==> src/sv/pnm_reader_block_padder_defines.svh <==
// Assertion macros used by the datapath module.
`ifndef PNM_READER_BLOCK_PADDER_DEFINES_SVH
`define PNM_READER_BLOCK_PADDER_DEFINES_SVH
// Implication checked on every rising clock edge outside reset.
`define PNM_ASSERT_IMP(label, clk, rst, cond, prop, msg) \
   label: assert property (@(posedge clk) disable iff (rst) (cond) |-> (prop)) else $error(msg);
// Next-cycle implication checked outside reset.
`define PNM_ASSERT_NEXT(label, clk, rst, cond, prop, msg) \
   label: assert property (@(posedge clk) disable iff (rst) (cond) |=> (prop)) else $error(msg);
`endif

==> src/sv/pnm_pkg.sv <==
package pnm_pkg;
   localparam logic [1:0] KIND_PIXEL  = 2'd0;
   localparam logic [1:0] KIND_HEADER = 2'd1;
   localparam logic [1:0] KIND_ERROR  = 2'd2;

   localparam logic [1:0] ERR_MAGIC    = 2'd0;
   localparam logic [1:0] ERR_TYPE     = 2'd1;
   localparam logic [1:0] ERR_ZERO     = 2'd2;
   localparam logic [1:0] ERR_TOO_BIG  = 2'd3;

   localparam logic [7:0] CHAR_P    = 8'h50;
   localparam logic [7:0] CHAR_HASH = 8'h23;
   localparam logic [7:0] CHAR_ZERO = 8'h30;
   localparam logic [7:0] CHAR_NINE = 8'h39;
   localparam logic [7:0] CHAR_LF   = 8'h0A;
   localparam logic [7:0] CHAR_TWO  = 8'h32;
   localparam logic [7:0] CHAR_THREE = 8'h33;
   localparam logic [7:0] CHAR_FIVE = 8'h35;
   localparam logic [7:0] CHAR_SIX  = 8'h36;

   // Command from the parser to the padding datapath.
   typedef struct packed {
      logic       start;
      logic [1:0] kind;
      logic [1:0] code;
      logic [7:0] c1;
      logic [7:0] c2;
      logic [7:0] c3;
   } pnm_cmd_type;

   // Status from the padding datapath.
   typedef struct packed {
      logic busy;
      logic done;
   } pnm_stat_type;

   typedef logic [255:0][7:0] scale_table_type;

   // Quotient of 255 by each 8-bit value, found by counting multiples at
   // elaboration; entry zero is never read.
   function automatic scale_table_type build_scale_table();
      scale_table_type t;
      t = '0;
      for (int i = 1; i < 256; i++) begin
         for (int k = i; k < 256; k += i) t[i] = t[i] + 8'd1;
      end
      return t;
   endfunction

   localparam scale_table_type SCALE_TABLE = build_scale_table();

   // 255 / v for v in 1..255, by table.
   function automatic logic [7:0] scale_of(input logic [7:0] v);
      return SCALE_TABLE[v];
   endfunction
endpackage

==> src/sv/pnm_reader_block_padder.sv <==
// PGM/PPM byte-stream reader with 8x8 block addressing and edge padding.
// The req channel takes one file byte per item, with req_new_file marking
// the first byte of a file. The rsp channel delivers header, error and pixel
// items; rsp_last marks the final item caused by one input byte.
// A byte that causes a result shows it in the cycle after it is accepted.
// Header bytes and samples that cause no burst are taken one per cycle while the receiver keeps up.
// A pixel on the last real column or row also writes its padding copies, one per
// cycle while the receiver takes them, up to 64 items; req_ready stays low while
// that sweep runs, and also in the cycle after the last pixel of an image is issued.
// When the receiver stalls, the output register holds its item and
// req_ready falls until the item is taken.
// Reset clears the parser to wait for a new file and drops any output item.
module pnm_reader_block_padder
   import pnm_pkg::*;
#(
   parameter int MAX_WIDTH  = 4096,
   parameter int MAX_HEIGHT = 4096
) (
   input  logic        clock,
   input  logic        reset,
   input  logic        req_valid,
   output logic        req_ready,
   input  logic [7:0]  req_in_byte,
   input  logic        req_new_file,
   output logic        rsp_valid,
   input  logic        rsp_ready,
   output logic [1:0]  rsp_kind,
   output logic [1:0]  rsp_error_code,
   output logic [8:0]  rsp_block_row,
   output logic [8:0]  rsp_block_col,
   output logic [5:0]  rsp_position,
   output logic [7:0]  rsp_comp_one,
   output logic [7:0]  rsp_comp_two,
   output logic [7:0]  rsp_comp_three,
   output logic        rsp_is_color,
   output logic [12:0] rsp_width_out,
   output logic [12:0] rsp_height_out,
   output logic        rsp_last
);
   pnm_cmd_type  cmd;
   pnm_stat_type stat;
   logic [12:0]  width_q, height_q;
   logic         color_q;

   pnm_ctrl #(.MAX_WIDTH(MAX_WIDTH), .MAX_HEIGHT(MAX_HEIGHT)) u_ctrl (
      .clock, .reset, .req_valid, .req_ready, .req_in_byte, .req_new_file,
      .stat, .cmd, .width_q, .height_q, .color_q);

   pnm_dpath u_dpath (
      .clock, .reset, .cmd, .width_q, .height_q, .color_q, .stat,
      .rsp_valid, .rsp_ready, .rsp_kind, .rsp_error_code, .rsp_block_row,
      .rsp_block_col, .rsp_position, .rsp_comp_one, .rsp_comp_two,
      .rsp_comp_three, .rsp_is_color, .rsp_width_out, .rsp_height_out, .rsp_last);
endmodule

==> src/sv/pnm_ctrl.sv <==
module pnm_ctrl
   import pnm_pkg::*;
#(
   parameter int MAX_WIDTH  = 4096,
   parameter int MAX_HEIGHT = 4096
) (
   input  logic         clock,
   input  logic         reset,
   input  logic         req_valid,
   output logic         req_ready,
   input  logic [7:0]   req_in_byte,
   input  logic         req_new_file,
   input  pnm_stat_type stat,
   output pnm_cmd_type  cmd,
   output logic [12:0]  width_q,
   output logic [12:0]  height_q,
   output logic         color_q
);
   localparam logic [2:0] PH_IDLE = 3'd0, PH_MAGIC = 3'd1, PH_WIDTH = 3'd2,
      PH_HEIGHT = 3'd3, PH_MAXVAL = 3'd4, PH_PIXELS = 3'd5, PH_DONE = 3'd6;

   logic [2:0]  phase_ff, phase_in;
   logic [1:0]  fmt_ff, fmt_in;
   logic        comm_ff, comm_in, started_ff, started_in, ov_ff, ov_in;
   logic [15:0] acc_ff, acc_in;
   logic [12:0] w_ff, w_in, h_ff, h_in;
   logic [7:0]  scale_ff, scale_in;
   logic [1:0]  ci_ff, ci_in;
   logic [7:0]  held0_ff, held0_in, held1_ff, held1_in;
   logic        take;
   logic [7:0]  b;
   logic [19:0] prod;
   logic [15:0] num;
   logic [15:0] prod_s;
   logic [7:0]  sv8;

   assign req_ready = !stat.busy;
   assign take = req_valid && req_ready;
   assign b = req_in_byte;
   assign width_q = w_ff;
   assign height_q = h_ff;
   assign color_q = fmt_ff[0];

   // Parse one byte and decide what it emits.
   always_comb begin
      phase_in = phase_ff; fmt_in = fmt_ff; comm_in = comm_ff;
      started_in = started_ff; ov_in = ov_ff; acc_in = acc_ff;
      w_in = w_ff; h_in = h_ff; scale_in = scale_ff; ci_in = ci_ff;
      held0_in = held0_ff; held1_in = held1_ff;
      cmd = '0;
      prod = 20'({acc_ff, 3'b0}) + 20'({acc_ff, 1'b0}) + 20'(b - CHAR_ZERO);
      num = acc_ff;
      sv8 = 8'd0;
      prod_s = 16'd0;
      if (take) begin
         if (req_new_file) begin
            fmt_in = 2'd0; comm_in = 1'b0; started_in = 1'b0; ov_in = 1'b0;
            acc_in = '0; w_in = '0; h_in = '0; scale_in = '0; ci_in = '0;
            held0_in = '0; held1_in = '0;
            if (b != CHAR_P) begin
               cmd.start = 1'b1; cmd.kind = KIND_ERROR; cmd.code = ERR_MAGIC;
               phase_in = PH_IDLE;
            end else begin
               phase_in = PH_MAGIC;
            end
         end else if (phase_ff == PH_MAGIC) begin
            phase_in = PH_WIDTH;
            unique case (b)
               CHAR_TWO:   fmt_in = 2'd0;
               CHAR_THREE: fmt_in = 2'd1;
               CHAR_FIVE:  fmt_in = 2'd2;
               CHAR_SIX:   fmt_in = 2'd3;
               default: begin
                  cmd.start = 1'b1; cmd.kind = KIND_ERROR; cmd.code = ERR_TYPE;
                  phase_in = PH_IDLE;
               end
            endcase
         end else if (phase_ff >= PH_WIDTH && phase_ff <= PH_PIXELS) begin
            if (comm_ff) begin
               if (b == CHAR_LF) comm_in = 1'b0;
            end else if (phase_ff == PH_PIXELS && fmt_ff[1]) begin
               prod_s = 16'(b * scale_ff);
               sv8 = prod_s[7:0];
            end else if (b >= CHAR_ZERO && b <= CHAR_NINE) begin
               started_in = 1'b1;
               if (prod > 20'hFFFF) begin
                  if (phase_ff == PH_PIXELS) acc_in = prod[15:0];
                  else begin ov_in = 1'b1; acc_in = 16'hFFFF; end
               end else acc_in = prod[15:0];
            end else begin
               if (b == CHAR_HASH) comm_in = 1'b1;
               if (started_ff) begin
                  acc_in = '0; ov_in = 1'b0; started_in = 1'b0;
                  prod_s = 16'(acc_ff[7:0] * scale_ff);
                  sv8 = prod_s[7:0];
               end
            end
            // Number finished in a header phase.
            if (!comm_ff && started_ff && !(phase_ff == PH_PIXELS)
                && !(b >= CHAR_ZERO && b <= CHAR_NINE)) begin
               if (num == 16'd0 && !ov_ff) begin
                  cmd.start = 1'b1; cmd.kind = KIND_ERROR; cmd.code = ERR_ZERO;
                  phase_in = PH_IDLE;
               end else begin
                  unique case (phase_ff)
                     PH_WIDTH: begin
                        if (ov_ff || 32'(num) > 32'(MAX_WIDTH)) begin
                           cmd.start = 1'b1; cmd.kind = KIND_ERROR;
                           cmd.code = ERR_TOO_BIG; phase_in = PH_IDLE;
                        end else begin
                           w_in = 13'(num); phase_in = PH_HEIGHT;
                        end
                     end
                     PH_HEIGHT: begin
                        if (ov_ff || 32'(num) > 32'(MAX_HEIGHT)) begin
                           cmd.start = 1'b1; cmd.kind = KIND_ERROR;
                           cmd.code = ERR_TOO_BIG; phase_in = PH_IDLE;
                        end else begin
                           h_in = 13'(num); phase_in = PH_MAXVAL;
                        end
                     end
                     default: begin
                        scale_in = (ov_ff || num > 16'd255) ? 8'd0 : scale_of(num[7:0]);
                        ci_in = '0; phase_in = PH_PIXELS;
                        cmd.start = 1'b1; cmd.kind = KIND_HEADER;
                     end
                  endcase
               end
            end
            // Sample finished in the pixel phase.
            if (!comm_ff && phase_ff == PH_PIXELS &&
                (fmt_ff[1] || (started_ff && !(b >= CHAR_ZERO && b <= CHAR_NINE)))) begin
               if (!fmt_ff[0]) begin
                  cmd.start = 1'b1; cmd.kind = KIND_PIXEL; cmd.c1 = sv8;
               end else if (ci_ff == 2'd0) begin
                  held0_in = sv8; ci_in = 2'd1;
               end else if (ci_ff == 2'd1) begin
                  held1_in = sv8; ci_in = 2'd2;
               end else begin
                  ci_in = 2'd0; cmd.start = 1'b1; cmd.kind = KIND_PIXEL;
                  cmd.c1 = held0_ff; cmd.c2 = held1_ff; cmd.c3 = sv8;
               end
            end
         end
      end
      if (stat.done) phase_in = PH_DONE;
   end

   always_ff @(posedge clock) begin
      if (reset) begin
         phase_ff <= PH_IDLE; fmt_ff <= '0; comm_ff <= 1'b0; started_ff <= 1'b0;
         ov_ff <= 1'b0; acc_ff <= '0; w_ff <= '0; h_ff <= '0; scale_ff <= '0;
         ci_ff <= '0; held0_ff <= '0; held1_ff <= '0;
      end else begin
         phase_ff <= phase_in; fmt_ff <= fmt_in; comm_ff <= comm_in;
         started_ff <= started_in; ov_ff <= ov_in; acc_ff <= acc_in;
         w_ff <= w_in; h_ff <= h_in; scale_ff <= scale_in; ci_ff <= ci_in;
         held0_ff <= held0_in; held1_ff <= held1_in;
      end
   end
endmodule

==> src/sv/pnm_dpath.sv <==
`include "pnm_reader_block_padder_defines.svh"

module pnm_dpath
   import pnm_pkg::*;
(
   input  logic         clock,
   input  logic         reset,
   input  pnm_cmd_type  cmd,
   input  logic [12:0]  width_q,
   input  logic [12:0]  height_q,
   input  logic         color_q,
   output pnm_stat_type stat,
   output logic         rsp_valid,
   input  logic         rsp_ready,
   output logic [1:0]   rsp_kind,
   output logic [1:0]   rsp_error_code,
   output logic [8:0]   rsp_block_row,
   output logic [8:0]   rsp_block_col,
   output logic [5:0]   rsp_position,
   output logic [7:0]   rsp_comp_one,
   output logic [7:0]   rsp_comp_two,
   output logic [7:0]   rsp_comp_three,
   output logic         rsp_is_color,
   output logic [12:0]  rsp_width_out,
   output logic [12:0]  rsp_height_out,
   output logic         rsp_last
);
   // Current pixel position and the copy sweep.
   logic [11:0] r_ff, r_in, c_ff, c_in;
   logic [12:0] rr_ff, rr_in, cc_ff, cc_in, cend_ff, cend_in, rend_ff, rend_in;
   logic        act_ff, act_in, vld_ff, vld_in, done_ff, done_in;
   logic [1:0]  kind_ff, kind_in, code_ff, code_in;
   logic [7:0]  c1_ff, c1_in, c2_ff, c2_in, c3_ff, c3_in;
   logic        last_ff, last_in;
   logic        adv;
   logic [12:0] padw, padh, c1n, r1n;
   logic [12:0] cc_first;
   logic        rsp_stall;
   logic        kind_known;

   assign padw = (width_q + 13'd7) & ~13'd7;
   assign padh = (height_q + 13'd7) & ~13'd7;
   assign c1n = 13'(c_ff) + 13'd1;
   assign r1n = 13'(r_ff) + 13'd1;
   assign adv = !vld_ff || rsp_ready;
   // In the cycle after the last pixel is issued, done_ff keeps busy high and sends the parser to done.
   assign stat.busy = (vld_ff && !rsp_ready) || act_ff || done_ff;
   assign stat.done = done_ff;

   // First copy column of the pixel that is being padded.
   assign cc_first = (cend_ff == padw - 13'd1) ? width_q - 13'd1 : cend_ff;

   always_comb begin
      r_in = r_ff; c_in = c_ff; rr_in = rr_ff; cc_in = cc_ff;
      cend_in = cend_ff; rend_in = rend_ff; act_in = act_ff;
      vld_in = vld_ff && !rsp_ready; done_in = 1'b0;
      kind_in = kind_ff; code_in = code_ff; c1_in = c1_ff; c2_in = c2_ff;
      c3_in = c3_ff; last_in = last_ff;
      if (cmd.start && cmd.kind == KIND_HEADER) begin
         r_in = '0; c_in = '0;
      end
      if (cmd.start && adv) begin
         kind_in = cmd.kind; code_in = cmd.code; vld_in = 1'b1;
         c1_in = cmd.c1; c2_in = cmd.c2; c3_in = cmd.c3;
         rr_in = 13'(r_ff); cc_in = 13'(c_ff);
         if (cmd.kind == KIND_PIXEL) begin
            cend_in = (c1n == width_q) ? padw - 13'd1 : 13'(c_ff);
            rend_in = (r1n == height_q) ? padh - 13'd1 : 13'(r_ff);
            last_in = (cend_in == 13'(c_ff)) && (rend_in == 13'(r_ff));
            act_in = !last_in;
            // Step to the next real pixel.
            if (c1n >= width_q) begin
               c_in = '0; r_in = r_ff + 12'd1;
               if (r1n >= height_q) done_in = 1'b1;
            end else c_in = c_ff + 12'd1;
         end else begin
            last_in = 1'b1;
         end
      end else if (act_ff && adv) begin
         vld_in = 1'b1;
         if (cc_ff == cend_ff) begin
            cc_in = cc_first;
            rr_in = rr_ff + 13'd1;
         end else cc_in = cc_ff + 13'd1;
         last_in = (rr_in == rend_ff) && (cc_in == cend_ff);
         act_in = !last_in;
      end
   end

   always_ff @(posedge clock) begin
      if (reset) begin
         vld_ff <= 1'b0; act_ff <= 1'b0; done_ff <= 1'b0; r_ff <= '0; c_ff <= '0;
      end else begin
         vld_ff <= vld_in; act_ff <= act_in; done_ff <= done_in;
         r_ff <= r_in; c_ff <= c_in;
      end
      rr_ff <= rr_in; cc_ff <= cc_in; cend_ff <= cend_in; rend_ff <= rend_in;
      kind_ff <= kind_in; code_ff <= code_in; c1_ff <= c1_in; c2_ff <= c2_in;
      c3_ff <= c3_in; last_ff <= last_in;
   end

   wire pix = kind_ff == KIND_PIXEL;
   wire hdr = kind_ff == KIND_HEADER;
   assign rsp_valid = vld_ff;
   assign rsp_kind = kind_ff;
   assign rsp_error_code = kind_ff == KIND_ERROR ? code_ff : 2'd0;
   assign rsp_block_row = pix ? rr_ff[11:3] : 9'd0;
   assign rsp_block_col = pix ? cc_ff[11:3] : 9'd0;
   assign rsp_position = pix ? {rr_ff[2:0], cc_ff[2:0]} : 6'd0;
   assign rsp_comp_one = pix ? c1_ff : 8'd0;
   assign rsp_comp_two = pix ? c2_ff : 8'd0;
   assign rsp_comp_three = pix ? c3_ff : 8'd0;
   assign rsp_is_color = hdr ? color_q : 1'b0;
   assign rsp_width_out = hdr ? width_q : 13'd0;
   assign rsp_height_out = hdr ? height_q : 13'd0;
   assign rsp_last = last_ff;

   // Checks on the result channel and the padding sweep.
   assign rsp_stall = rsp_valid && !rsp_ready;
   assign kind_known = (kind_ff == KIND_PIXEL) || (kind_ff == KIND_HEADER)
      || (kind_ff == KIND_ERROR);
   `PNM_ASSERT_NEXT(a_rsp_hold, clock, reset, rsp_stall,
      rsp_valid && $stable(kind_ff) && $stable(rr_ff), "stalled item changed")
   `PNM_ASSERT_IMP(a_kind_known, clock, reset, rsp_valid, kind_known, "unknown item kind")
   `PNM_ASSERT_IMP(a_sweep_pixel, clock, reset, act_ff, pix, "sweep on a non-pixel item")
   `PNM_ASSERT_IMP(a_sweep_valid, clock, reset, act_ff, vld_ff, "sweep without an item")
endmodule

==> config.mk <==
export PLATFORM = sky130hd
export DESIGN_NAME = pnm_reader_block_padder
export DESIGN_NICKNAME = d
export VERILOG_FILES = /design/src/sv/pnm_pkg.sv /design/src/sv/pnm_reader_block_padder.sv /design/src/sv/pnm_ctrl.sv /design/src/sv/pnm_dpath.sv
export VERILOG_INCLUDE_DIRS = /design/src /design/src/sv
export SDC_FILE = /design/constraint.sdc
export NUM_CORES = 1
export LEC_CHECK = 0
export ABC_AREA = 1
export BUFFER_PORTS_ARGS = -buffer_cell sky130_fd_sc_hd__clkbuf_2
export CAP_MARGIN = 25
export CORE_MARGIN = 10
export CORE_UTILIZATION = 48
export CTS_BUF_LIST = sky130_fd_sc_hd__clkbuf_16
export CTS_CLUSTER_DIAMETER = 100
export DETAILED_ROUTE_END_ITERATION = 12
export GPL_TIMING_DRIVEN = 0
export HOLD_SLACK_MARGIN = 0.03
export PLACE_DENSITY_LB_ADDON = 0.08
export SLEW_MARGIN = 10
export SYNTH_ARGS = -nofsm -noshare
export SYNTH_HDL_FRONTEND = slang
export SYNTH_SLANG_ARGS = --single-unit
==> constraint.sdc <==
create_clock -name clock -period 14.66 [get_ports clock]
set_input_delay 1.466 -clock clock [delete_from_list [all_inputs] [get_ports clock]]
set_output_delay 1.466 -clock clock [all_outputs]
set_load 0.1 [all_outputs]
## Word level (Yosys, flattened, before mapping)

Memories as Yosys holds them, arrays and structs flattened. A register that Yosys moved wholly into a read port is not among the register bits.
Cells that the tools add are included.

- $add $sub $neg: 14
- Multiply operators: 2
- $lt $le $gt $ge: 10
- Equality and inequality tests: 33
- Muxes and demuxes: 159
- Bitwise logic cells: 7
- Reductions and logical operators: 73

Operators by type and width:

| operator | number |
|---|---|
| $mux W13 | 24 |
| $mux W8 | 31 |
| $mux W16 | 10 |
| $mux W12 | 12 |
| $mux W24 | 5 |
| $eq A13 B13 Y1 | 6 |
| $mux W29 | 2 |
| $eq A8 B6 Y1 const B | 5 |
| $mux W3 | 13 |
| $sub A13 B1 Y13 const B | 3 |
| $mux W5 | 7 |
| $mux W1 | 34 |
| $mux W2 | 16 |
| $add A12 B1 Y13 const B | 2 |
| $add A13 B1 Y13 const B | 2 |
| $add A13 B3 Y13 const B | 2 |
| $eq A13 B12 Y1 | 2 |
| $ge A13 B13 Y1 | 2 |
| $add A12 B1 Y12 const B | 2 |
| $reduce_bool A2 Y1 | 11 |
| $reduce_and A7 Y1 | 3 |
| $add A19 B17 Y20 | 1 |
| $add A20 B20 Y20 | 1 |
| $gt A20 B16 Y1 const B | 1 |
| 42 further kinds | 101 |

- Flip-flop bits (word level): 184
- Memory bits (read-only): 2048
- Input port bits: 13
- Output and inout bits: 82
- Word-level logic and storage cells: 329
- Memories: 1

Memory list:

| name | depth | bits a word | rd ports | clocked after memory_dff | write ports | line | RTL |
|---|---|---|---|---|---|---|---|
| (name not given) | 256 | 8 | 1 | 1 | 0 | pnm_pkg.sv:54 | `return SCALE_TABLE[v];` |

## Longest topological paths before layout

- Word-level depth: 21
- Mapped depth: 30
- Gate-level depth less buffers: 30

## Hierarchy

Synthesis repeated with hierarchy kept, for this count alone.

- Cells, all modules: 2474
- Area total of the unflattened synthesis: 16772.3 sq um

By module, submodules not included:

| module | times used | cells each | area each (sq um) |
|---|---|---|---|
| pnm_dpath | 1 | 1314 | 8936.1 |
| pnm_ctrl | 1 | 1160 | 7836.3 |

## Least setup slack after synthesis

OpenSTA, ideal clock, no wires.

- Path kind: input to register
- Start: input port req_in_byte[4]
- End: register with a tool-made name
- Library setup time: 122 ps
- Arrival time: 5999 ps
- Setup slack: 8539 ps
- Stages on the path: 25
- Cell sequence: ha_1 nor3_1 fa_1 ha_1 nand2_1 nor3_1 nor3b_1 nand4_1 nand3_1 xor2_1 nor2_1 nand3_1 nand2_2 nand2_1 nand2_1 a21oi_1 inv_1 ha_1 inv_1 nand2_1 nand2_1 a21oi_1 nand2_1 nand2_1 a21oi_1

RTL lines:

| element | line | RTL |
|---|---|---|
| start: declaration | pnm_reader_block_padder.sv:23 | `input logic [7:0] req_in_byte,` |

==> results.tsv <==
stage	metric	value	unit
outcome	status	completed	
setup_path	reg2reg_slack	9.41	ns
clocking	ctsResizeCount	0	
route	drt-total-wl	51200	microns
clocking	clk_pin_slew	0.08	ns
route	ant_nets	0	
yosys	yosysTopAreaCell	edfxtp_1	
timing	rsz0062_at_grt	no	
timing	relSlewSlack	35.1	%
min_path	holdCritPathClass	reg -> reg	
layout	final_util	53.5	%
floorplan	floorplan.die.width	204	microns
yosys	yosys-top-cells-count	nand2_1 (522), inv_1 (385), nor2_1 (265), o21ai_0 (145), a21oi_1 (138)	
clocking	ctsHoldBuffers	0	
clocking	cts_sinks	192	
layout	nets	2627	
clocking	cts_root_buf	clkbuf_16	
timing	fin_crit	6.09	ns
yosys	yosysMostFrequentCell	nand2_1	
setup_path	cp-startpoint	req_in_byte[4]	
route	drc	0	
setup_path	worst_path_max_delay_cell	a21oi_1	
timing	drv_slew	0	
global_route	grt_pass1_wl	81000	microns
pwr	p_leak	8.80	nW
global_route	overflow	0	
setup_path	critPathKind	in -> reg	
setup_path	endpoint_kind	register	
yosys	synth_area	16200	sq um
yosys	ys.flop_type	dfxtp_1	
route	routedWlPerCell	17.4	microns
pwr	ir_drop	76.0	uV
clocking	clockBufferDepth	2	
setup_path	max_stage_delay	0.48	ns
route	avgViaCountPerCell	5.32	
placed_design	dpl_worst_slack	8.10	ns
placed_design	place.gp.congestion	0.918	
timing	clock.fmax	164	MHz
yosys	seq_area_frac_synth	28.6	%
floorplan	placementRows	67	
layout	num_antenna_cells	0	
yosys	synthCells	2364	
floorplan	fp.coreArea	33400	sq um
yosys	ys_warn_count	0	
min_path	hold_end	u_ctrl.held0_ff[4]	
job	drv_cap	0	
yosys	synthTopCellsByArea	edfxtp_1 (15%), dfxtp_1 (14%), nand2_1 (12%)	
global_route	grt_pass1_vias	14900	
setup_path	critPathMaxFanout	9	
floorplan	fp.dieH	204	microns
setup_path	arrival	6.47	ns
floorplan	initial_core_util	48.5	%
yosys	synth-seq-cells	192	
setup_path	reg2regPathDepth	26	
setup_path	cp.required	15.04	ns
setup_path	crit_path_start_kind	input pin	
timing	period_share	41.5	%
timing	worstMarginPinSlew	0.974	ns
yosys	synth_edf_count	79	
yosys	syn_nets	2512	
clocking	htree_levels	4	
route	vias	15600	
placed_design	port_buffers	91	
clocking	cts_setup_buffers	0	
timing	finClkSkew	0.0123	ns
layout	drive_above_1_share	8.47	%
floorplan	io_pins	95	
yosys	synth_top_area_share	14.6	%
route	drtIter0Drc	1181	
timing	tns	0	ns
clocking	clk_latency	0.46	ns
placed_design	dp_hpwl	42000	microns
timing	hold_viol_final	0	
yosys	synth_cell_types	60	
clocking	numCtsBuffers	17	
clocking	cts_tree	yes	
route	first_pass_iters	6	
global_route	antenna_found_initial	1	
layout	area_growth_syn_to_layout	10.4	%
global_route	grt.total_usage	24.5	%
global_route	grt_max_degree	37	
setup_path	rr_startpoint	u_ctrl.acc_ff[1]	
floorplan	dieArea	41500	sq um
min_path	min_from	u_ctrl.held0_ff[4]	
yosys	synth-async-reset-ratio	0	%
min_path	min_path_cells	2	
yosys	synth_area_per_cell	6.86	sq um
pwr	power_density	108	nW/um^2
setup_path	cp_common_cell	nand2_1	
timing	setup_violations	0	
timing	setup_ws	8.57	ns
## per-stage QoR
step / std cells / cell area (sq um) / power (mW) / hold slack [ns]
6_report: 2940 / 17900 / 1.94 / 0.457
2_1_floorplan: 2364 / 16200 / 1.26 / 0.430
3_3_place_gp: 2903 / 17200 / 1.44 / 0.442
4_1_cts: 2940 / 17900 / 1.93 / 0.459
5_1_grt: 2940 / 17900 / 2.05 / 0.478
3_5_place_dp: 2908 / 17300 / 1.45 / 0.448
## worst max-delay path by stage
stage,cells past startpoint,end,slack [ns]
after floorplan,25,register,8.54
after detailed placement,26,register,8.10
after CTS,27,register,8.56
after global routing,27,register,8.08
final,27,register,8.57
after global placement,26,register,7.00
## cell usage in the layout (no fill, tap or decap), types with 82 or more instances in the layout
| master | instances |
|---|---|
| ha_1 | 96 |
| inv_1 | 385 |
| dfxtp_1 | 113 |
| clkbuf_2 | 93 |
| a21oi_1 | 138 |
| nand2_1 | 522 |
| nor2_1 | 265 |
| xor2_1 | 82 |
| nand3_1 | 125 |
| o21ai_0 | 145 |
## power breakdown
group / total, mW / leakage [nW] / internal [mW] / switching (mW)
combinational: 0.763 / 6.83 / 0.214 / 0.549
clock: 0.487 / 0.294 / 0.244 / 0.243
sequential: 0.686 / 1.68 / 0.632 / 0.0543
## layer usage
layer	up-vias	track usage, %	part of all wire, %
met1	7289	31.7	44
met2	423	41.3	48
li1	7863	-	-
met3	61	3.14	5.3
met5	-	0	0.025
met4	2	7.73	2.2
## registers in the layout, summed over array words and instances, names as in the netlist, 12 cells and up, named ones only
name,count
u_ctrl.acc_ff,16
u_ctrl.height_q,13
u_dpath.cc_ff,13
u_dpath.rend_ff,13
u_dpath.rr_ff,13
u_dpath.r_ff,12
u_ctrl.width_q,13
u_dpath.c_ff,12
u_dpath.cend_ff,13
## logic make-up after synthesis
family	after synthesis	synth area share [%]
AND/OR/NAND/NOR	1066	28.2
AO/OA/AOI/OAI	380	13.4
flip-flops	192	28.6
adder cells (fa/ha/maj)	135	12.2
XOR/XNOR	116	6.27
buffers and inverters	475	11.3
## final cells by class
cell class / instances / area [sq um]
repair buffers: 96 / 522
fillers: 3391 / 15500
plain buffers: 75 / 333
flip-flops and latches: 192 / 4630
clock inverters: 15 / 166
inverters: 400 / 1500
well taps: 448 / 561
multi-input cells: 1697 / 9760
clock buffers: 17 / 425
## worst max-delay path: cells and delay by family
family / cells / cell delay [ns]
and+or+nand+nor: 15 / 1.89
adders and majority gates: 4 / 1.51
buffers and inverters: 4 / 0.77
AOI/OAI and AO/OA: 3 / 0.68
xor gates and xnor gates: 1 / 0.16
Power figures use the tool's default switching activity.
